**src/rtl/assert_macros.svh**
```systemverilog
// ----------------------------------------------------------------------------
// assert_macros.svh
// Assertion macros shared by the RTL. The macros sample on clk and are
// disabled while rst_n is low. Synthesis builds define SYNTH to drop them.
// ----------------------------------------------------------------------------
`ifndef ASSERT_MACROS_SVH
`define ASSERT_MACROS_SVH

`ifndef SYNTH

// Same-cycle implication.
`define ASSERT_IMP(label, ante, cons, msg) \
  label: assert property (@(posedge clk) disable iff (!rst_n) (ante) |-> (cons)) \
    else $error(msg);

// Next-cycle implication.
`define ASSERT_NXT(label, ante, cons, msg) \
  label: assert property (@(posedge clk) disable iff (!rst_n) (ante) |=> (cons)) \
    else $error(msg);

`else

`define ASSERT_IMP(label, ante, cons, msg)
`define ASSERT_NXT(label, ante, cons, msg)

`endif

`endif

```
**src/rtl/fbfl_pkg.sv**
```systemverilog
// ----------------------------------------------------------------------------
// fbfl_pkg
// Types and constants of the fixed block free list.
// ----------------------------------------------------------------------------
package fbfl_pkg;

  localparam int SLOTS_DFLT = 256;
  localparam int ALIGN_DFLT = 8;

  localparam int CNT_CFG_W = 9;
  localparam int SIZE_W    = 13;
  localparam int SLOT_W    = 8;
  localparam int OFF_W     = 20;
  localparam int ADDR_W    = 3;
  localparam int DATA_W    = 32;

  localparam logic [CNT_CFG_W-1:0] CNT_RST  = 9'd256;
  localparam logic [SIZE_W-1:0]    SIZE_RST = 13'd8;

  // Action codes of an input item.
  localparam logic ACT_ALLOC = 1'b0;
  localparam logic ACT_FREE  = 1'b1;

  // Register indexes on the configuration port.
  localparam logic REG_SLOT_COUNT = 1'b0;
  localparam logic REG_SLOT_SIZE  = 1'b1;

  typedef struct packed {
    logic              action;
    logic [SLOT_W-1:0] free_slot;
  } fbfl_in_t;

  typedef struct packed {
    logic              granted;
    logic [SLOT_W-1:0] slot;
    logic [OFF_W-1:0]  byte_offset;
    logic              bad_free;
  } fbfl_out_t;

  typedef struct packed {
    logic accept;
    logic exec;
    logic load;
  } fbfl_cmd_t;

  typedef struct packed {
    logic out_free;
  } fbfl_stat_t;

endpackage

```
**src/rtl/fbfl_ctrl.sv**
```systemverilog
// ----------------------------------------------------------------------------
// fbfl_ctrl
// Sequencer of the free list: accept, execute against the link memory,
// then hand the result to the output register.
// ----------------------------------------------------------------------------
module fbfl_ctrl (
  input  logic                clk,
  input  logic                rst_n,
  input  logic                in_valid,
  output logic                in_ready,
  input  fbfl_pkg::fbfl_stat_t stat,
  output fbfl_pkg::fbfl_cmd_t  cmd
);

  localparam logic [1:0] ST_IDLE = 2'd0;
  localparam logic [1:0] ST_EXEC = 2'd1;
  localparam logic [1:0] ST_OUT  = 2'd2;

  logic [1:0] state_r;
  logic [1:0] state_nxt;

  always_comb begin
    state_nxt  = state_r;
    in_ready   = 1'b0;
    cmd        = '0;
    case (state_r)
      ST_IDLE: begin
        in_ready   = 1'b1;
        cmd.accept = in_valid;
        if (in_valid) begin
          state_nxt = ST_EXEC;
        end
      end
      ST_EXEC: begin
        cmd.exec  = 1'b1;
        state_nxt = ST_OUT;
      end
      ST_OUT: begin
        // The next item may start while this result moves to the output.
        if (stat.out_free) begin
          cmd.load   = 1'b1;
          in_ready   = 1'b1;
          cmd.accept = in_valid;
          state_nxt  = in_valid ? ST_EXEC : ST_IDLE;
        end
      end
      default: begin
        state_nxt = ST_IDLE;
      end
    endcase
  end

  always_ff @(posedge clk) begin
    if (!rst_n) begin
      state_r <= ST_IDLE;
    end else begin
      state_r <= state_nxt;
    end
  end

endmodule

```
**src/rtl/fbfl_dpath.sv**
```systemverilog
// ----------------------------------------------------------------------------
// fbfl_dpath
// Head pointer, link memory with per-entry valid bits, offset arithmetic
// and the output register of the free list.
// ----------------------------------------------------------------------------
module fbfl_dpath #(
  parameter int SLOTS = fbfl_pkg::SLOTS_DFLT,
  parameter int ALIGN = fbfl_pkg::ALIGN_DFLT
) (
  input  logic                              clk,
  input  logic                              rst_n,
  input  logic                              relink,
  input  logic [fbfl_pkg::CNT_CFG_W-1:0]    slot_count,
  input  logic [fbfl_pkg::SIZE_W-1:0]       slot_size,
  input  fbfl_pkg::fbfl_in_t                in_data,
  input  fbfl_pkg::fbfl_cmd_t               cmd,
  output fbfl_pkg::fbfl_stat_t              stat,
  output logic                              out_valid,
  input  logic                              out_ready,
  output fbfl_pkg::fbfl_out_t               out_data
);

  localparam int IDX_W   = $clog2(SLOTS);
  localparam int CNT_W   = $clog2(SLOTS + 1);
  localparam int CMP_W   = (CNT_W > fbfl_pkg::CNT_CFG_W) ? CNT_W : fbfl_pkg::CNT_CFG_W;
  localparam int N_W     = fbfl_pkg::SIZE_W + 1;
  localparam int SHIFT   = N_W + $clog2(ALIGN);
  localparam int RECIP   = ((1 << SHIFT) + ALIGN - 1) / ALIGN;
  localparam int RECIP_W = N_W + 1;
  localparam int QM_W    = N_W + RECIP_W;
  localparam int PROD_W  = IDX_W + fbfl_pkg::SIZE_W;
  localparam int OFF_W   = fbfl_pkg::OFF_W;
  localparam int SLOT_W  = fbfl_pkg::SLOT_W;

  localparam logic [CNT_W-1:0] END_MARK = CNT_W'(SLOTS);

  // Effective slot count, clamped to the range the pool supports.
  logic [CMP_W-1:0] sc_ext;
  logic [CMP_W-1:0] eff_ext;
  logic [CNT_W-1:0] eff;

  always_comb begin
    sc_ext = CMP_W'(slot_count);
    if (sc_ext < CMP_W'(2)) begin
      eff_ext = CMP_W'(2);
    end else if (sc_ext > CMP_W'(SLOTS)) begin
      eff_ext = CMP_W'(SLOTS);
    end else begin
      eff_ext = sc_ext;
    end
    eff = CNT_W'(eff_ext);
  end

  // Slot size in units of ALIGN, rounded up, by reciprocal multiplication.
  logic [N_W-1:0]               size_up;
  logic [QM_W-1:0]              q_full;
  logic [fbfl_pkg::SIZE_W-1:0]  q_r;

  assign size_up = N_W'(slot_size) + N_W'(ALIGN - 1);
  assign q_full  = QM_W'(size_up) * QM_W'(RECIP);

  always_ff @(posedge clk) begin
    q_r <= fbfl_pkg::SIZE_W'(q_full >> SHIFT);
  end

  // Item registers.
  logic              act_r;
  logic [SLOT_W-1:0] fs_r;
  logic [CNT_W-1:0]  cur_r;
  logic [CNT_W-1:0]  head_r;
  logic [CNT_W-1:0]  head_nxt;

  // Link memory and its valid bits; an entry not written since the last
  // relink reads as the in-order link.
  logic [CNT_W-1:0] link_mem [SLOTS];
  logic [SLOTS-1:0] vld_r;
  logic [CNT_W-1:0] rd_q_r;
  logic             rd_vld_r;

  logic             rd_en;
  logic [IDX_W-1:0] rd_idx;
  logic             hit;
  logic             is_free;
  logic             fs_ok;
  logic [IDX_W-1:0] fs_idx;
  logic [CNT_W-1:0] fs_head;
  logic [CNT_W-1:0] nxt_idx;
  logic [CNT_W-1:0] link_dflt;
  logic [CNT_W-1:0] link_val;
  logic             mem_we;

  assign rd_en     = cmd.accept && (head_r < eff);
  assign rd_idx    = IDX_W'(head_r);
  assign hit       = (act_r == fbfl_pkg::ACT_ALLOC) && (cur_r < eff);
  assign is_free   = (act_r == fbfl_pkg::ACT_FREE);
  assign fs_ok     = CMP_W'(fs_r) < CMP_W'(eff);
  assign fs_idx    = IDX_W'(CMP_W'(fs_r));
  assign fs_head   = CNT_W'(CMP_W'(fs_r));
  assign nxt_idx   = cur_r + CNT_W'(1);
  assign link_dflt = (nxt_idx >= eff) ? END_MARK : nxt_idx;
  assign link_val  = rd_vld_r ? rd_q_r : link_dflt;
  assign mem_we    = cmd.exec && is_free && fs_ok;

  always_comb begin
    head_nxt = head_r;
    if (relink) begin
      head_nxt = '0;
    end else if (cmd.exec && hit) begin
      head_nxt = link_val;
    end else if (mem_we) begin
      head_nxt = fs_head;
    end
  end

  always_ff @(posedge clk) begin
    if (!rst_n) begin
      head_r <= '0;
    end else begin
      head_r <= head_nxt;
    end
  end

  always_ff @(posedge clk) begin
    if (!rst_n || relink) begin
      vld_r <= '0;
    end else if (mem_we) begin
      vld_r[fs_idx] <= 1'b1;
    end
  end

  always_ff @(posedge clk) begin
    if (mem_we) begin
      link_mem[fs_idx] <= head_r;
    end
    if (rd_en) begin
      rd_q_r   <= link_mem[rd_idx];
      rd_vld_r <= vld_r[rd_idx];
    end
  end

  always_ff @(posedge clk) begin
    if (cmd.accept) begin
      act_r <= in_data.action;
      fs_r  <= in_data.free_slot;
      cur_r <= head_r;
    end
  end

  // Execute: decide the outcome and form the slot product.
  logic [PROD_W-1:0] prod_full;
  logic [OFF_W-1:0]  prod_r;
  logic              grant_r;
  logic              bad_r;

  assign prod_full = PROD_W'(IDX_W'(cur_r)) * PROD_W'(q_r);

  always_ff @(posedge clk) begin
    if (cmd.exec) begin
      prod_r  <= OFF_W'(prod_full);
      grant_r <= hit;
      bad_r   <= is_free && !fs_ok;
    end
  end

  // Output register.
  logic                 out_valid_r;
  fbfl_pkg::fbfl_out_t  out_data_r;
  fbfl_pkg::fbfl_out_t  out_nxt;

  always_comb begin
    out_nxt.granted     = grant_r;
    out_nxt.slot        = grant_r ? SLOT_W'(cur_r) : '0;
    out_nxt.byte_offset = grant_r ? prod_r * OFF_W'(ALIGN) : '0;
    out_nxt.bad_free    = bad_r;
  end

  always_ff @(posedge clk) begin
    if (!rst_n) begin
      out_valid_r <= 1'b0;
    end else if (cmd.load) begin
      out_valid_r <= 1'b1;
    end else if (out_ready) begin
      out_valid_r <= 1'b0;
    end
  end

  always_ff @(posedge clk) begin
    if (cmd.load) begin
      out_data_r <= out_nxt;
    end
  end

  assign stat.out_free = !out_valid_r || out_ready;
  assign out_valid     = out_valid_r;
  assign out_data      = out_data_r;

endmodule

```
**src/rtl/fixed_block_free_list.sv**
```systemverilog
// ----------------------------------------------------------------------------
// fixed_block_free_list
// LIFO free list over a pool of equal-size slots with byte offsets.
// ----------------------------------------------------------------------------
// Each input item either allocates a slot (action 0) or frees the slot named
// in free_slot (action 1), and every item yields exactly one result item.
// An allocation pops the head of the free list and returns the slot index
// and its byte offset, the index times slot_size rounded up to ALIGN; an
// empty pool returns granted 0. A free at or above the slot count, clamped
// to 2..SLOTS, is dropped and reported with bad_free.
// An accepted item passes the execute step, which registers its outcome and
// offset product, and is then loaded into the output register. No new item
// is taken until the last one has executed; the registered read of the link
// memory has to land before the head can move to the next slot.
// A result waiting in the output register does not block the next item; if
// the receiver stalls longer, the block holds the next finished result and
// deasserts in_ready until the output register frees up.
// Reset, and any write of slot_count, links the list in order from slot 0.
// Per-entry valid bits make this take effect at once, with no clearing pass.
// slot_count and slot_size sit at byte addresses 0 and 4 and read back.
// ----------------------------------------------------------------------------
module fixed_block_free_list #(
  parameter int SLOTS = fbfl_pkg::SLOTS_DFLT,
  parameter int ALIGN = fbfl_pkg::ALIGN_DFLT
) (
  input  logic                            clk,
  input  logic                            rst_n,

  input  logic                            in_valid,
  output logic                            in_ready,
  input  fbfl_pkg::fbfl_in_t              in_data,

  output logic                            out_valid,
  input  logic                            out_ready,
  output fbfl_pkg::fbfl_out_t             out_data,

  input  logic                            psel,
  input  logic                            penable,
  input  logic                            pwrite,
  input  logic [fbfl_pkg::ADDR_W-1:0]     paddr,
  input  logic [fbfl_pkg::DATA_W-1:0]     pwdata,
  output logic [fbfl_pkg::DATA_W-1:0]     prdata,
  output logic                            pready
);

  // Configuration registers. Writes complete in the access phase; the
  // register index is the word address.
  logic [fbfl_pkg::CNT_CFG_W-1:0] slot_count_r;
  logic [fbfl_pkg::SIZE_W-1:0]    slot_size_r;
  logic                           cfg_we;
  logic                           reg_idx;
  logic                           relink;

  assign pready  = 1'b1;
  assign cfg_we  = psel && penable && pwrite && pready;
  assign reg_idx = paddr[fbfl_pkg::ADDR_W-1];
  assign relink  = cfg_we && (reg_idx == fbfl_pkg::REG_SLOT_COUNT);

  always_ff @(posedge clk) begin
    if (!rst_n) begin
      slot_count_r <= fbfl_pkg::CNT_RST;
      slot_size_r  <= fbfl_pkg::SIZE_RST;
    end else if (cfg_we) begin
      case (reg_idx)
        fbfl_pkg::REG_SLOT_COUNT: slot_count_r <= fbfl_pkg::CNT_CFG_W'(pwdata);
        fbfl_pkg::REG_SLOT_SIZE:  slot_size_r  <= fbfl_pkg::SIZE_W'(pwdata);
        default: begin
        end
      endcase
    end
  end

  always_comb begin
    case (reg_idx)
      fbfl_pkg::REG_SLOT_COUNT: prdata = fbfl_pkg::DATA_W'(slot_count_r);
      fbfl_pkg::REG_SLOT_SIZE:  prdata = fbfl_pkg::DATA_W'(slot_size_r);
      default:                  prdata = '0;
    endcase
  end

  // The sequencer drives the datapath through a small command bundle and
  // learns from it only whether the output register can take a result.
  fbfl_pkg::fbfl_cmd_t  cmd;
  fbfl_pkg::fbfl_stat_t stat;

  fbfl_ctrl u_ctrl (
    .clk      (clk),
    .rst_n    (rst_n),
    .in_valid (in_valid),
    .in_ready (in_ready),
    .stat     (stat),
    .cmd      (cmd)
  );

  fbfl_dpath #(
    .SLOTS (SLOTS),
    .ALIGN (ALIGN)
  ) u_dpath (
    .clk        (clk),
    .rst_n      (rst_n),
    .relink     (relink),
    .slot_count (slot_count_r),
    .slot_size  (slot_size_r),
    .in_data    (in_data),
    .cmd        (cmd),
    .stat       (stat),
    .out_valid  (out_valid),
    .out_ready  (out_ready),
    .out_data   (out_data)
  );

`include "assert_macros.svh"

  // An accepted item always goes through the execute step next.
  `ASSERT_NXT(a_accept_exec, in_valid && in_ready, cmd.exec && !in_ready,
              "accepted item did not move to execute")

  // Only one step of an item may be active besides the hand-off overlap.
  `ASSERT_IMP(a_exec_alone, cmd.exec, !cmd.accept && !cmd.load,
              "execute overlapped another step")

  // A result without a grant carries no slot and no offset.
  `ASSERT_IMP(a_no_grant_zero, out_valid && !out_data.granted,
              out_data.slot == '0 && out_data.byte_offset == '0,
              "ungranted result carries slot data")

  // A result is never both a grant and a rejected free.
  `ASSERT_IMP(a_grant_bad_excl, out_valid, !(out_data.granted && out_data.bad_free),
              "granted and bad_free both set")

endmodule

```
**config.mk**
```make
export PLATFORM = sky130hd
export DESIGN_NAME = fixed_block_free_list
export DESIGN_NICKNAME = d
export VERILOG_FILES = /design/src/rtl/fbfl_pkg.sv /design/src/rtl/fbfl_ctrl.sv /design/src/rtl/fbfl_dpath.sv /design/src/rtl/fixed_block_free_list.sv
export VERILOG_INCLUDE_DIRS = /design/src /design/src/rtl
export SDC_FILE = /design/constraint.sdc
export NUM_CORES = 2
export LEC_CHECK = 0
export BUFFER_PORTS_ARGS = -buffer_cell sky130_fd_sc_hd__buf_2
export CAP_MARGIN = 30
export CORE_AREA = 5 5 418 420
export CTS_CLUSTER_DIAMETER = 120
export DETAILED_ROUTE_END_ITERATION = 10
export DIE_AREA = 0 0 423 425
export GPL_TIMING_DRIVEN = 0
export PLACE_DENSITY_LB_ADDON = 0.15
export SLEW_MARGIN = 20
export SYNTH_ARGS = -nofsm -noshare
export SYNTH_HDL_FRONTEND = slang
export SYNTH_SLANG_ARGS = --single-unit
```
**constraint.sdc**
```tcl
create_clock -name clk -period 8 [get_ports clk]
set_clock_uncertainty 0.2 [all_clocks]
set_input_delay 1.2 -clock clk [delete_from_list [all_inputs] [get_ports clk]]
set_output_delay 1.2 -clock clk [all_outputs]
set_load 0.005 [all_outputs]
```
==> flow_summary.json <==
{
  "finalHoldViolations": 0,
  "cts_buffers": 286,
  "yosys.area_share.simple": 0.04085,
  "cts_setup_buffers": 0,
  "area_growth_pct": 14.08,
  "cts_hold_buf": 0,
  "endpoint": "u_dpath.rd_q_r[1]",
  "syn_avg_cell_area_sq_um": 18.66,
  "powerDensity_mw_per_mm2": 251.0,
  "drt_pass1_iterations": 11,
  "final_max_slew_viol_count": 0,
  "grt_max_degree": 77,
  "filler_cell_count": 10480,
  "rows": 152,
  "rr_startpoint": "u_dpath.head_r[1]",
  "ys_ff_latch": 2679,
  "start_util": 0.6251,
  "grt_use_total": 0.4563,
  "path_class": "reg2reg",
  "critical_path.cell_chain": "buf_16 -> buf_16 -> buf_4 -> buf_4 -> buf_2 -> buf_2 -> buf_2 -> mux4_2 -> a22oi_1 -> nand2_1 -> a31oi_1 -> nor4_1",
  "synth_cells": 5716,
  "wl_per_cell_um": 46.80,
  "final.setup.tns_ns": 0,
  "synth-edff-count": 2378,
  "synthArstFlopShare": 0,
  "reg2regPathDepth": 12,
  "final_cell_mix": "edfxtp_1 (2378), mux4_2 (544), clkbuf_16 (294)",
  "antenna_found_initial": 31,
  "insertion_delay_ns": 0.95,
  "comb_power_share": 0.080,
  "netlist.top_cell.by_area": "edfxtp_1",
  "p_int_uw": 23290,
  "path_clk_slew_ns": 0.06,
  "crit_arrival_ns": 7.49,
  "maxCapViolCount": 0,
  "synth_seq_area_share": 0.7261,
  "yosys.area.top_type_share": 0.6696,
  "grt_overflow": 0,
  "synth_ff_type": "edfxtp_1",
  "startpoint": "u_dpath.head_r[1]",
  "power.leakage_uw": 0.03935,
  "multi_input_area_sq_mm": 0.02737,
  "ys_types": 69,
  "cts.sinks": 2679,
  "pwr-share-clk": 0.418,
  "swShare": 0.2372,
  "portBuffers": 70,
  "dieArea_sq_mm": 0.1798,
  "post_synth_fa_ha_maj_area_fraction": 0.01769,
  "cts.repair.resized": 0,
  "synth_xor_xnor_area_share": 0.002464,
  "fp.dieH_um": 425,
  "rrSetupSlack_ns": 0.94,
  "grt_pass1_wl_mm": 539.0,
  "wirelength_mm": 409.9,
  "maxSlewHeadroom": 0.1365,
  "ant_nets": 0,
  "worstPathMaxFanout": 72,
  "cp-end-kind": "register",
  "syn_area_sq_mm": 0.1066,
  "status": "finished with violations",
  "seqPwrFrac": 0.502,
  "vias": 65670,
  "hold_path_class": "in2reg",
  "cts_tree": "done",
  "ys_top_cells_by_area": "edfxtp_1 (67%), mux4_2 (11%), dfxtp_1 (5.7%), mux2i_1 (2.1%), o21a_1 (1.9%)",
  "dpl.hpwl_mm": 279.0,
  "drc": 1,
  "detail_route.vias_per_cell": 7.497,
  "p_total_uw": 30540,
  "rsz0062_at_grt": "no",
  "cts_buffer_depth": 4,
  "slowest_delay_ns": 0.91,
  "r2r_end": "u_dpath.rd_q_r[1]",
  "h-tree-depth": 5,
  "io_pins": 116,
  "cpMostUsedCell": "buf_2",
  "crit_slowest_cell": "buf_2",
  "finalCritPeriodShare": 0.8825,
  "grt_pass1_vias": 60920,
  "core_sq_mm": 0.1706,
  "final_common_cell": "edfxtp_1",
  "cts_root_buf": "clkbuf_16",
  "worstMarginPinSlew_ns": 1.283,
  "ir_drop_mv": 0.2409,
  "post-route-util": 0.7131,
  "gp_congestion": 1.056,
  "synth_compound_area_frac": 0.05503,
  "synthMuxAreaShare": 0.1368,
  "dieWidth_um": 423,
  "fin_nets": 6464,
  "synth_top_family_by_area": "multiplexers",
  "crit_path_start_kind": "register",
  "drive_gt1_frac": 0.2499,
  "fin_crit_ns": 7.060,
  "violations": "DRC",
  "yosysWarnings": 0,
  "setup_viol": 0,
  "max_freq_mhz": 141.6,
  "power_switching_uw": 7245,
  "drtIter0Drc": 12640,
  "register_area_sq_mm": 0.07747,
  "cp_data_required_time_ns": 8.43
}
==> cell usage after synthesis, types with 28 or more instances <==
master,n
edfxtp_1,2378
mux4_2,544
dfxtp_1,301
nor2_1,268
o21a_1,264
nand2_1,234
mux2i_1,223
a22oi_1,127
clkbuf_1,124
o22ai_1,109
buf_2,95
and2_1,91
buf_4,85
inv_1,85
a21oi_1,69
ha_1,66
nor2_4,60
fa_1,53
a211oi_1,51
nand3_1,48
a221oi_1,46
nor3_1,44
o21ai_0,38
nor4_1,31
a22o_1,28
==> power by group through the flow <==
stage               clock network [uW]  logic, uW  registers (uW)
finish                           12800       2440           15300
global placement                     0       1940           16000
CTS                              12600       2270           15300
global route                     13300       2390           15300
floorplan                            0        969           15800
detailed placement                   0       2260           15600
==> per-layer routing <==
| layer | global-route usage | routed length, um | share of wire |
|---|---|---|---|
| met5 | 0.002151 | 629 | 0.0015 |
| met2 | 0.6090 | 166800 | 0.41 |
| met3 | 0.2420 | 75130 | 0.18 |
| met1 | 0.5749 | 131600 | 0.32 |
| met4 | 0.3162 | 35720 | 0.087 |
==> worst max-delay path: cells and delay by family (launching register included) <==
kind / cells / cell delay, ns
simple gates: 2 / 0.37
buf+inv: 7 / 3.76
mux: 1 / 0.42
compound gates: 2 / 1.21
flops: 1 / 0.55
==> metrics by stage <==
stage | hold slack [ns] | cell area (sq um) | cells | worst slack [ns]
after detailed placement | 0.2476 | 112600 | 8218 | 1.602
after CTS | 0.1897 | 121300 | 8711 | 1.536
after global placement | 0.2404 | 109900 | 8040 | -7.352
after global routing | 0.2081 | 121600 | 8734 | 1.316
final | 0.2252 | 121700 | 8759 | 0.9397
after floorplan | 0.2003 | 106700 | 5737 | 1.063
==> how the worst min path moves through the flow <==
stage                       from                  end  slack (ns)  depth (start not counted)
2_1_floorplan      u_dpath.bad_r  u_dpath.out_data[0]        0.20                          0
5_1_grt               in_data[1]    u_dpath.fs_idx[1]        0.21                          1
3_5_place_dp   u_dpath.vld_r[82]    u_dpath.vld_r[82]        0.25                          1
6_report              in_data[7]    u_dpath.fs_idx[7]        0.23                          1
3_3_place_gp   u_dpath.vld_r[46]    u_dpath.vld_r[46]        0.24                          1
4_1_cts               in_data[7]    u_dpath.fs_idx[7]        0.19                          1
==> final cells by class <==
| type | instances | area share |
|---|---|---|
| diodes | 27 | 0.0005554 |
| plain buffers | 345 | 0.01594 |
| clock buffers | 406 | 0.06574 |
| clock inverters | 87 | 0.006274 |
| inverters | 86 | 0.002653 |
| multi-input cells | 2627 | 0.2250 |
| flip-flops and latches | 2679 | 0.6368 |
| well taps | 2233 | 0.02297 |
| repair buffers | 269 | 0.02413 |
==> logic make-up (layout without fill, tap and decap cells) <==
logic type               count (synthesis)  after routing
flip-flops                            2679           2679
AND/OR/NAND/NOR                        863            863
AO/OA/AOI/OAI                          816            816
multiplexers                           776            776
buffers and inverters                  431           1193
adder cells (fa/ha/maj)                119            119
XOR/XNOR                                30             30
other                                    2             50
==> state kept, by name (all words and copies together), names as in the netlist <==
name,flops
u_dpath.q_r,11
u_dpath.out_valid,1
slot_count_r,9
slot_size_r,13
u_dpath.act_r,1
u_dpath.head_r,9
u_dpath.bad_r,1
u_ctrl.state_r,2
u_dpath.rd_vld_r,1
u_dpath.fs_idx,8
u_dpath.cur_r,9
u_dpath.vld_r,256
u_dpath.prod_r,17
u_dpath.out_data,27
u_dpath.rd_q_r,9
u_dpath.grant_r,1
u_dpath.link_mem,2304
Note: power is estimated with default switching activity, not from simulation.
